===== config.mk =====
export PLATFORM = sky130hd
export DESIGN_NAME = delta_list_timer_insert_unit_flat
export DESIGN_NICKNAME = d
export VERILOG_FILES = /design/src/hw/rtl/dlti_pkg.sv /design/src/hw/rtl/dlti_in_if.sv /design/src/hw/rtl/dlti_out_if.sv /design/src/hw/rtl/dlti_ctrl.sv /design/src/hw/rtl/dlti_dp.sv /design/src/hw/rtl/delta_list_timer_insert_unit.sv /design/src/flat_wrapper.sv
export SDC_FILE = /design/constraint.sdc
export NUM_CORES = 1
export LEC_CHECK = 0
export CORE_MARGIN = 2
export CORE_UTILIZATION = 60
export DETAILED_ROUTE_END_ITERATION = 8
export DONT_BUFFER_PORTS = 1
export PLACE_DENSITY_LB_ADDON = 0.15
export SKIP_CTS_REPAIR_TIMING = 1
export SLEW_MARGIN = 20
export SYNTH_ARGS = -nofsm -noshare
export SYNTH_HDL_FRONTEND = slang
export SYNTH_SLANG_ARGS = --single-unit

===== constraint.sdc =====
create_clock -name clk -period 4.47 [get_ports clk]
set_input_delay 0.447 -clock clk [delete_from_list [all_inputs] [get_ports clk]]
set_output_delay 0.447 -clock clk [all_outputs]
set_load 0.05 [all_outputs]

===== src/hw/rtl/dlti_pkg.sv =====
`timescale 1ns / 1ps

package dlti_pkg;

	localparam int PID_W  = 5;
	localparam int KEY_W  = 16;
	localparam int LINK_W = 6;

	localparam logic [KEY_W-1:0] TAIL_KEY = '1;

	typedef logic [PID_W-1:0]  pid_t;
	typedef logic [KEY_W-1:0]  key_t;
	typedef logic [LINK_W-1:0] link_t;

	typedef enum logic [2:0] {
		ST_IDLE,
		ST_READ,
		ST_CMP,
		ST_WR_NEW,
		ST_WR_LINK,
		ST_DONE
	} state_t;

	typedef struct packed {
		logic in_ready;
		logic start;
		logic compare;
		logic advance;
		logic wr_new;
		logic wr_link;
		logic load_out;
	} cmd_t;

	typedef struct packed {
		logic in_valid;
		logic pid_bad;
		logic walk_more;
		logic out_free;
	} stat_t;

endpackage


===== src/hw/rtl/dlti_in_if.sv =====
`timescale 1ns / 1ps

interface dlti_in_if;
	import dlti_pkg::*;

	logic valid;
	logic ready;
	pid_t process_id;
	key_t wait_ticks;

	modport source(output valid, output process_id, output wait_ticks, input ready);
	modport sink(input valid, input process_id, input wait_ticks, output ready);
endinterface


===== src/hw/rtl/dlti_out_if.sv =====
`timescale 1ns / 1ps

interface dlti_out_if;
	import dlti_pkg::*;

	logic  valid;
	logic  ready;
	key_t  stored_delta;
	link_t predecessor;
	link_t successor;

	modport source(output valid, output stored_delta, output predecessor, output successor,
		input ready);
	modport sink(input valid, input stored_delta, input predecessor, input successor,
		output ready);
endinterface


===== src/hw/rtl/dlti_ctrl.sv =====
`timescale 1ns / 1ps

module dlti_ctrl (
	input  logic           clk,
	input  logic           arst_n,
	input  dlti_pkg::stat_t stat,
	output dlti_pkg::cmd_t  cmd
);
	import dlti_pkg::*;

	state_t state_q;
	state_t state_d;

	always_ff @(posedge clk or negedge arst_n) begin
		if (!arst_n) begin
			state_q <= ST_IDLE;
		end else begin
			state_q <= state_d;
		end
	end

	always_comb begin
		state_d = state_q;
		cmd     = '0;
		unique case (state_q)
			ST_IDLE: begin
				cmd.in_ready = 1'b1;
				if (stat.in_valid) begin
					cmd.start = 1'b1;
					state_d   = stat.pid_bad ? ST_DONE : ST_READ;
				end
			end
			ST_READ: begin
				state_d = ST_CMP;
			end
			ST_CMP: begin
				cmd.compare = 1'b1;
				if (stat.walk_more) begin
					cmd.advance = 1'b1;
					state_d     = ST_READ;
				end else begin
					state_d = ST_WR_NEW;
				end
			end
			ST_WR_NEW: begin
				cmd.wr_new = 1'b1;
				state_d    = ST_WR_LINK;
			end
			ST_WR_LINK: begin
				cmd.wr_link = 1'b1;
				state_d     = ST_DONE;
			end
			ST_DONE: begin
				if (stat.out_free) begin
					cmd.load_out = 1'b1;
					state_d      = ST_IDLE;
				end
			end
			default: begin
				state_d = ST_IDLE;
			end
		endcase
	end

endmodule


===== src/hw/rtl/dlti_dp.sv =====
`timescale 1ns / 1ps

module dlti_dp #(
	parameter int NUM_PROCS = 32
) (
	input  logic            clk,
	input  logic            arst_n,
	input  dlti_pkg::cmd_t  cmd,
	output dlti_pkg::stat_t stat,
	dlti_in_if.sink         request,
	dlti_out_if.source      result
);
	import dlti_pkg::*;

	localparam int STORE_DEPTH = NUM_PROCS + 2;
	localparam int IDX_W       = $clog2(STORE_DEPTH);
	localparam int HEAD_IDX    = NUM_PROCS;
	localparam int TAIL_IDX    = NUM_PROCS + 1;

	typedef logic [IDX_W-1:0] idx_t;

	localparam idx_t HEAD = IDX_W'(HEAD_IDX);
	localparam idx_t TAIL = IDX_W'(TAIL_IDX);

	function automatic idx_t fix_index(input idx_t i);
		return (32'(i) < STORE_DEPTH) ? i : '0;
	endfunction

	idx_t fwd_mem [STORE_DEPTH];
	idx_t bwd_mem [STORE_DEPTH];
	key_t key_mem [STORE_DEPTH];

	idx_t  fwd_rd_q;
	key_t  key_rd_q;
	idx_t  head_q;
	idx_t  steps_q;
	logic  bad_q;
	logic  out_valid_q;
	idx_t  pid_q;
	idx_t  prev_q;
	idx_t  next_q;
	key_t  remain_q;
	key_t  key_hold_q;
	key_t  out_delta_q;
	link_t out_pred_q;
	link_t out_succ_q;

	key_t key_cur;
	key_t link_key;

	assign key_cur  = (next_q == TAIL) ? TAIL_KEY : key_rd_q;
	assign link_key = ((next_q == pid_q) || (key_hold_q < remain_q)) ? '0
		: key_t'(key_hold_q - remain_q);

	assign stat.in_valid  = request.valid;
	assign stat.pid_bad   = 32'(request.process_id) >= NUM_PROCS;
	assign stat.walk_more = (key_cur < remain_q) && (32'(steps_q) < NUM_PROCS + 1);
	assign stat.out_free  = !out_valid_q || result.ready;

	assign request.ready       = cmd.in_ready;
	assign result.valid        = out_valid_q;
	assign result.stored_delta = out_delta_q;
	assign result.predecessor  = out_pred_q;
	assign result.successor    = out_succ_q;

	always_ff @(posedge clk or negedge arst_n) begin
		if (!arst_n) begin
			head_q      <= TAIL;
			steps_q     <= '0;
			bad_q       <= 1'b0;
			out_valid_q <= 1'b0;
		end else begin
			if (cmd.start) begin
				steps_q <= '0;
				bad_q   <= stat.pid_bad;
			end else if (cmd.advance) begin
				steps_q <= idx_t'(steps_q + 1'b1);
			end
			if (cmd.wr_link && (prev_q == HEAD)) begin
				head_q <= pid_q;
			end
			if (cmd.load_out) begin
				out_valid_q <= 1'b1;
			end else if (result.ready) begin
				out_valid_q <= 1'b0;
			end
		end
	end

	always_ff @(posedge clk) begin
		if (cmd.start) begin
			pid_q    <= IDX_W'(request.process_id);
			remain_q <= request.wait_ticks;
			prev_q   <= HEAD;
			next_q   <= fix_index(head_q);
		end else if (cmd.advance) begin
			remain_q <= key_t'(remain_q - key_cur);
			prev_q   <= next_q;
			next_q   <= fix_index(fwd_rd_q);
		end
		if (cmd.compare) begin
			key_hold_q <= key_cur;
		end
		if (cmd.load_out) begin
			out_delta_q <= bad_q ? '0 : remain_q;
			out_pred_q  <= bad_q ? '0 : LINK_W'(prev_q);
			out_succ_q  <= bad_q ? '0 : LINK_W'(next_q);
		end
	end

	always_ff @(posedge clk) begin
		fwd_rd_q <= fwd_mem[next_q];
		key_rd_q <= key_mem[next_q];
		if (cmd.wr_new) begin
			fwd_mem[pid_q] <= next_q;
			bwd_mem[pid_q] <= prev_q;
			key_mem[pid_q] <= remain_q;
		end
		if (cmd.wr_link) begin
			if (prev_q != HEAD) begin
				fwd_mem[prev_q] <= pid_q;
			end
			bwd_mem[next_q] <= pid_q;
			if (32'(next_q) < NUM_PROCS) begin
				key_mem[next_q] <= link_key;
			end
		end
	end

`ifndef NO_ASSERTIONS
	a_head_in_range: assert property (@(posedge clk) disable iff (!arst_n)
		(32'(head_q) < STORE_DEPTH) && (head_q != HEAD))
		else $error("head link out of range");

	a_advance_shrinks: assert property (@(posedge clk) disable iff (!arst_n)
		cmd.advance |=> remain_q <= $past(remain_q))
		else $error("remaining wait grew during walk");

	a_advance_links: assert property (@(posedge clk) disable iff (!arst_n)
		cmd.advance |=> prev_q == $past(next_q))
		else $error("walk lost predecessor");

	a_walk_bounded: assert property (@(posedge clk) disable iff (!arst_n)
		cmd.advance |-> 32'(steps_q) < NUM_PROCS + 1)
		else $error("walk exceeded entry count");

	a_load_valid: assert property (@(posedge clk) disable iff (!arst_n)
		cmd.load_out |=> out_valid_q)
		else $error("result word not presented");
`endif

endmodule


===== src/hw/rtl/delta_list_timer_insert_unit.sv =====
`timescale 1ns / 1ps

// Inserts a process into a delta-ordered sleep list held as a doubly linked list in an
// on-chip entry store (NUM_PROCS process entries plus head and tail). One request is
// handled at a time: after a request word is taken, the unit walks the list from the head,
// visiting each entry with a registered store read followed by a compare and subtract,
// including the entry it stops at (at most NUM_PROCS+2 entries), then writes the store
// (the new entry, then its neighbours) and loads the result register. A process number
// at or above NUM_PROCS skips the walk, leaves the list unchanged and returns an all-zero
// result. The result register lets the next request be taken while a result waits. The
// list is ready for use right after reset; no clearing pass is needed.
module delta_list_timer_insert_unit #(
	parameter int NUM_PROCS = 32
) (
	input logic        clk,
	input logic        arst_n,
	dlti_in_if.sink    request,
	dlti_out_if.source result
);
	import dlti_pkg::*;

	cmd_t  cmd;
	stat_t stat;

	dlti_ctrl u_ctrl (
		.clk    (clk),
		.arst_n (arst_n),
		.stat   (stat),
		.cmd    (cmd)
	);

	dlti_dp #(
		.NUM_PROCS (NUM_PROCS)
	) u_dp (
		.clk     (clk),
		.arst_n  (arst_n),
		.cmd     (cmd),
		.stat    (stat),
		.request (request),
		.result  (result)
	);

endmodule


===== src/flat_wrapper.sv =====
// flat-port wrapper written by rule: the top's interface ports become plain ports
module delta_list_timer_insert_unit_flat import dlti_pkg::*;
#(
	parameter int NUM_PROCS = 32
)
  (clk, arst_n, request_valid, request_process_id, request_wait_ticks, request_ready, result_valid, result_stored_delta, result_predecessor, result_successor, result_ready);
  dlti_in_if request_i ();
  dlti_out_if result_i ();
  input logic clk;
  input logic arst_n;
  input wire logic [$bits(request_i.valid)-1:0] request_valid;
  input wire logic [$bits(request_i.process_id)-1:0] request_process_id;
  input wire logic [$bits(request_i.wait_ticks)-1:0] request_wait_ticks;
  output wire logic [$bits(request_i.ready)-1:0] request_ready;
  output wire logic [$bits(result_i.valid)-1:0] result_valid;
  output wire logic [$bits(result_i.stored_delta)-1:0] result_stored_delta;
  output wire logic [$bits(result_i.predecessor)-1:0] result_predecessor;
  output wire logic [$bits(result_i.successor)-1:0] result_successor;
  input wire logic [$bits(result_i.ready)-1:0] result_ready;
  assign request_i.valid = request_valid;
  assign request_i.process_id = request_process_id;
  assign request_i.wait_ticks = request_wait_ticks;
  assign request_ready = request_i.ready;
  assign result_valid = result_i.valid;
  assign result_stored_delta = result_i.stored_delta;
  assign result_predecessor = result_i.predecessor;
  assign result_successor = result_i.successor;
  assign result_i.ready = result_ready;
  delta_list_timer_insert_unit #(.NUM_PROCS(NUM_PROCS)) u_core (.clk(clk), .arst_n(arst_n), .request(request_i), .result(result_i));
endmodule

==> reports/qor.yml <==
run_status:
  status: "complete, no violations"
pwr:
  power_density_nw_per_um2: 713
  power_frac_comb_pct: 32.9
  ir_worst_vdd_uv: 593
  p_int_w: 0.0188
  pwr-share-seq_pct: 41.8
  power.leakage_nw: 12.8
  clkPwrFrac_pct: 25.3
  p_switching_w: 0.00901
  power_switching_share_pct: 32.4
setup_path:
  reg2reg_slack_ns: 0.54
  crit_path_max_incr_delay_ns: 0.60
  worst_setup_path_start_kind: "register"
  crit_fanout: 16
  criticalPathCategory: "reg2reg"
  r2r_end: "u_core.u_dp.remain_q[9]"
  worstPathArrival_ns: 4.29
  cp_cell_sequence: "nor2_1 -> and4bb_2 -> or2_2 -> inv_1 -> ha_1 -> a21o_1 -> a31o_2 -> a221oi_1 -> a211o_1 -> nand2_1 -> buf_4"
  cpMaxStageDelayCell: "a221oi_1"
  required_ns: 4.83
  reg2reg_from: "u_core.u_dp.next_q[3]"
  critPathCaptureType: "register"
  r2r_cells: 11
finish:
  area_growth_pct: 12.5
  regArea_um2: 25600
  multi_input_area_um2: 8960
  mostFrequentLayoutCell: "edfxtp_1"
  final_cell_mix: "edfxtp_1 (819), mux4_2 (220), nand2_1 (111)"
  final_cell_area_um2: 39000
  drive_above_1_share_pct: 24.4
  fin_nets: 1964
  fill_cells: 3571
drt:
  drtAntennaViolNets: 0
  drc: 0
  vias_per_cell: 6.40
  drt_iter0_drc: 1834
  finalWirelength_um: 76500
  wl_per_cell_um: 27.9
  vias: 17533
  first_pass_iters: 5
global_routing:
  antenna_found_initial: 3
  grt_pass1_vias: 17456
  grt_pass1_wl_um: 114000
  grt_max_degree: 184
  grt-ovfl-total: 0
  grtUsageTotal_pct: 26.4
floorplan:
  die_area_um2: 59700
  fp.dieH_um: 244
  std_cell_rows: 88
  io_pins: 55
  start_util_pct: 60.4
  die_w_um: 244
  coreArea_um2: 57400
timing:
  post-route-worst-setup-slack_ns: 0.538
  rsz0062_at_grt: "no"
  fin_crit_ns: 3.93
  finalCritPeriodShare_pct: 88.0
  fmax_mhz: 254
  setup_tns_ns: 0
  hold_ws_ns: 0.0285
  worst_pin_slew_ns: 1.14
  setup_violations: 0
  slew_headroom_pct: 24.3
  clock_skew_ns: 0.0236
  slew_viol_final: 0
  hold_viol_final: 0
place:
  portBuffers: 0
  place_congestion: 0.916
  post_dp_cell_area_um2: 36100
  pre_cts_slack_ns: 0.621
  dp_hpwl_um: 44700
logic_synthesis:
  synth_top_cell_by_area: "edfxtp_1"
  yosysUniqueCellTypes: 66
  synth_edf_count: 819
  syn_avg_cell_area_um2: 19.3
  synthArstFlopShare_pct: 1.85
  yosys-top-cells-area: "edfxtp_1 (71%), mux4_2 (14%), dfxtp_1 (1.6%)"
  ys.flop_type: "edfxtp_1"
  netlist_area_um2: 34700
  seq_area_frac_synth_pct: 73.7
  ys_warn_count: 0
  synthCells: 1797
  synth_top_area_share_pct: 70.9
  synth_seq_cells: 863
clock_network:
  cts_tree: "done"
  htreeDepth: 3
  cts.sinks: 863
  path_clk_slew_ns: 0.06
  cts_buffers: 86
  insertion_delay_ns: 0.63
  cts_buffer_depth: 3
  clock-root-buffer: "clkbuf_16"
min_path:
  hold-path-endpoint: "u_core.u_ctrl.state_q[0]"
  hold_path_depth: 2
  hp-class: "in2reg"
  hold_start: "result_ready"
run:
  drv_cap: 0
[layout make-up]
class / instances / area share (%)
repair buffers: 68 / 1.49
clock inverters: 30 / 0.802
clock buffers: 127 / 6.28
diodes: 3 / 0.0193
inverters: 44 / 0.427
multi-input cells: 840 / 23.0
flip-flops and latches: 863 / 65.5
well taps: 765 / 2.45
[per-stage QoR]
step                power [W]  instances  util [%]
floorplan              0.0179       1834         -
global placement       0.0207       2571      62.9
detailed placement     0.0209       2571      62.9
CTS                    0.0279       2728      67.7
global route           0.0291       2737      68.0
finish                 0.0278       2740      68.0
[state kept, by name, indices dropped and copies added (netlist names), 16 cells and up]
signal / flops
u_core.u_dp.key_rd_q: 16
u_core.u_dp.key_hold_q: 16
u_core.u_dp.key_mem: 544
u_core.u_dp.fwd_mem: 204
u_core.u_dp.remain_q: 16
u_core.u_dp.result.stored_delta: 16
[power groups by stage]
stage	Combinational, W	Clock, W	Sequential (W)
2_1_floorplan	0.00644	0	0.0115
3_3_place_gp	0.00887	0	0.0118
3_5_place_dp	0.00907	0	0.0118
4_1_cts	0.00910	0.00713	0.0116
5_1_grt	0.00996	0.00745	0.0117
6_report	0.00915	0.00704	0.0116
[cells by family (layout without fill, tap and decap cells)]
logic type	Yosys count	in the layout	synth area share, %
other	1	41	0.0108
AOI/OAI and AO/OA	187	187	3.73
buffers and inverters	131	269	1.52
xor gates and xnor gates	25	25	0.632
and+or+nand+nor	318	318	4.26
muxes	236	236	14.8
DFF	863	863	73.7
adders and majority gates	36	36	1.34
[worst max-delay path by stage]
stage	from	to	slack, ns	depth (start not counted)
after floorplan	u_core.u_dp.next_q[0]	u_core.u_dp.next_q[0]	0.52	14
after detailed placement	u_core.u_dp.next_q[3]	u_core.u_dp.remain_q[9]	0.62	11
after CTS	u_core.u_dp.next_q[3]	u_core.u_dp.remain_q[9]	0.60	11
after global routing	u_core.u_dp.next_q[3]	u_core.u_dp.steps_q[5]	0.17	11
after global placement	u_core.u_dp.next_q[3]	u_core.u_dp.remain_q[11]	0.72	11
final	u_core.u_dp.next_q[3]	u_core.u_dp.remain_q[9]	0.54	11
[synth_stat cells (11+ instances only)]
master	instances
nand2b_1	31
o211ai_1	25
ha_1	34
o21ai_0	35
mux4_2	220
buf_1	11
inv_1	43
clkbuf_1	50
nand3_1	18
a22oi_1	23
a21o_1	12
or2_2	14
o22ai_1	12
edfxtp_1	819
a21oi_1	29
dfxtp_1	28
nand2_1	111
buf_2	24
nor2_1	94
xnor2_1	15
dfrtp_1	14
[per-layer routing]
layer  track usage [%]  up-vias  wire length, um
met4              7.59        2             1790
met5                 0        -               16
met2              42.7      706            37600
li1                  -     7476                -
met1              38.0     9233            31700
met3              4.27      116             5330
[critical path: cells and delay by family (launching register included)]
family	cells	cell delay, ns
AOI/OAI and AO/OA	4	1.39
buffers and inverters	2	0.35
DFF	1	0.51
adders and majority gates	1	0.38
and+or+nand+nor	4	1.02
No activity file was read; power rests on OpenSTA's default activity.
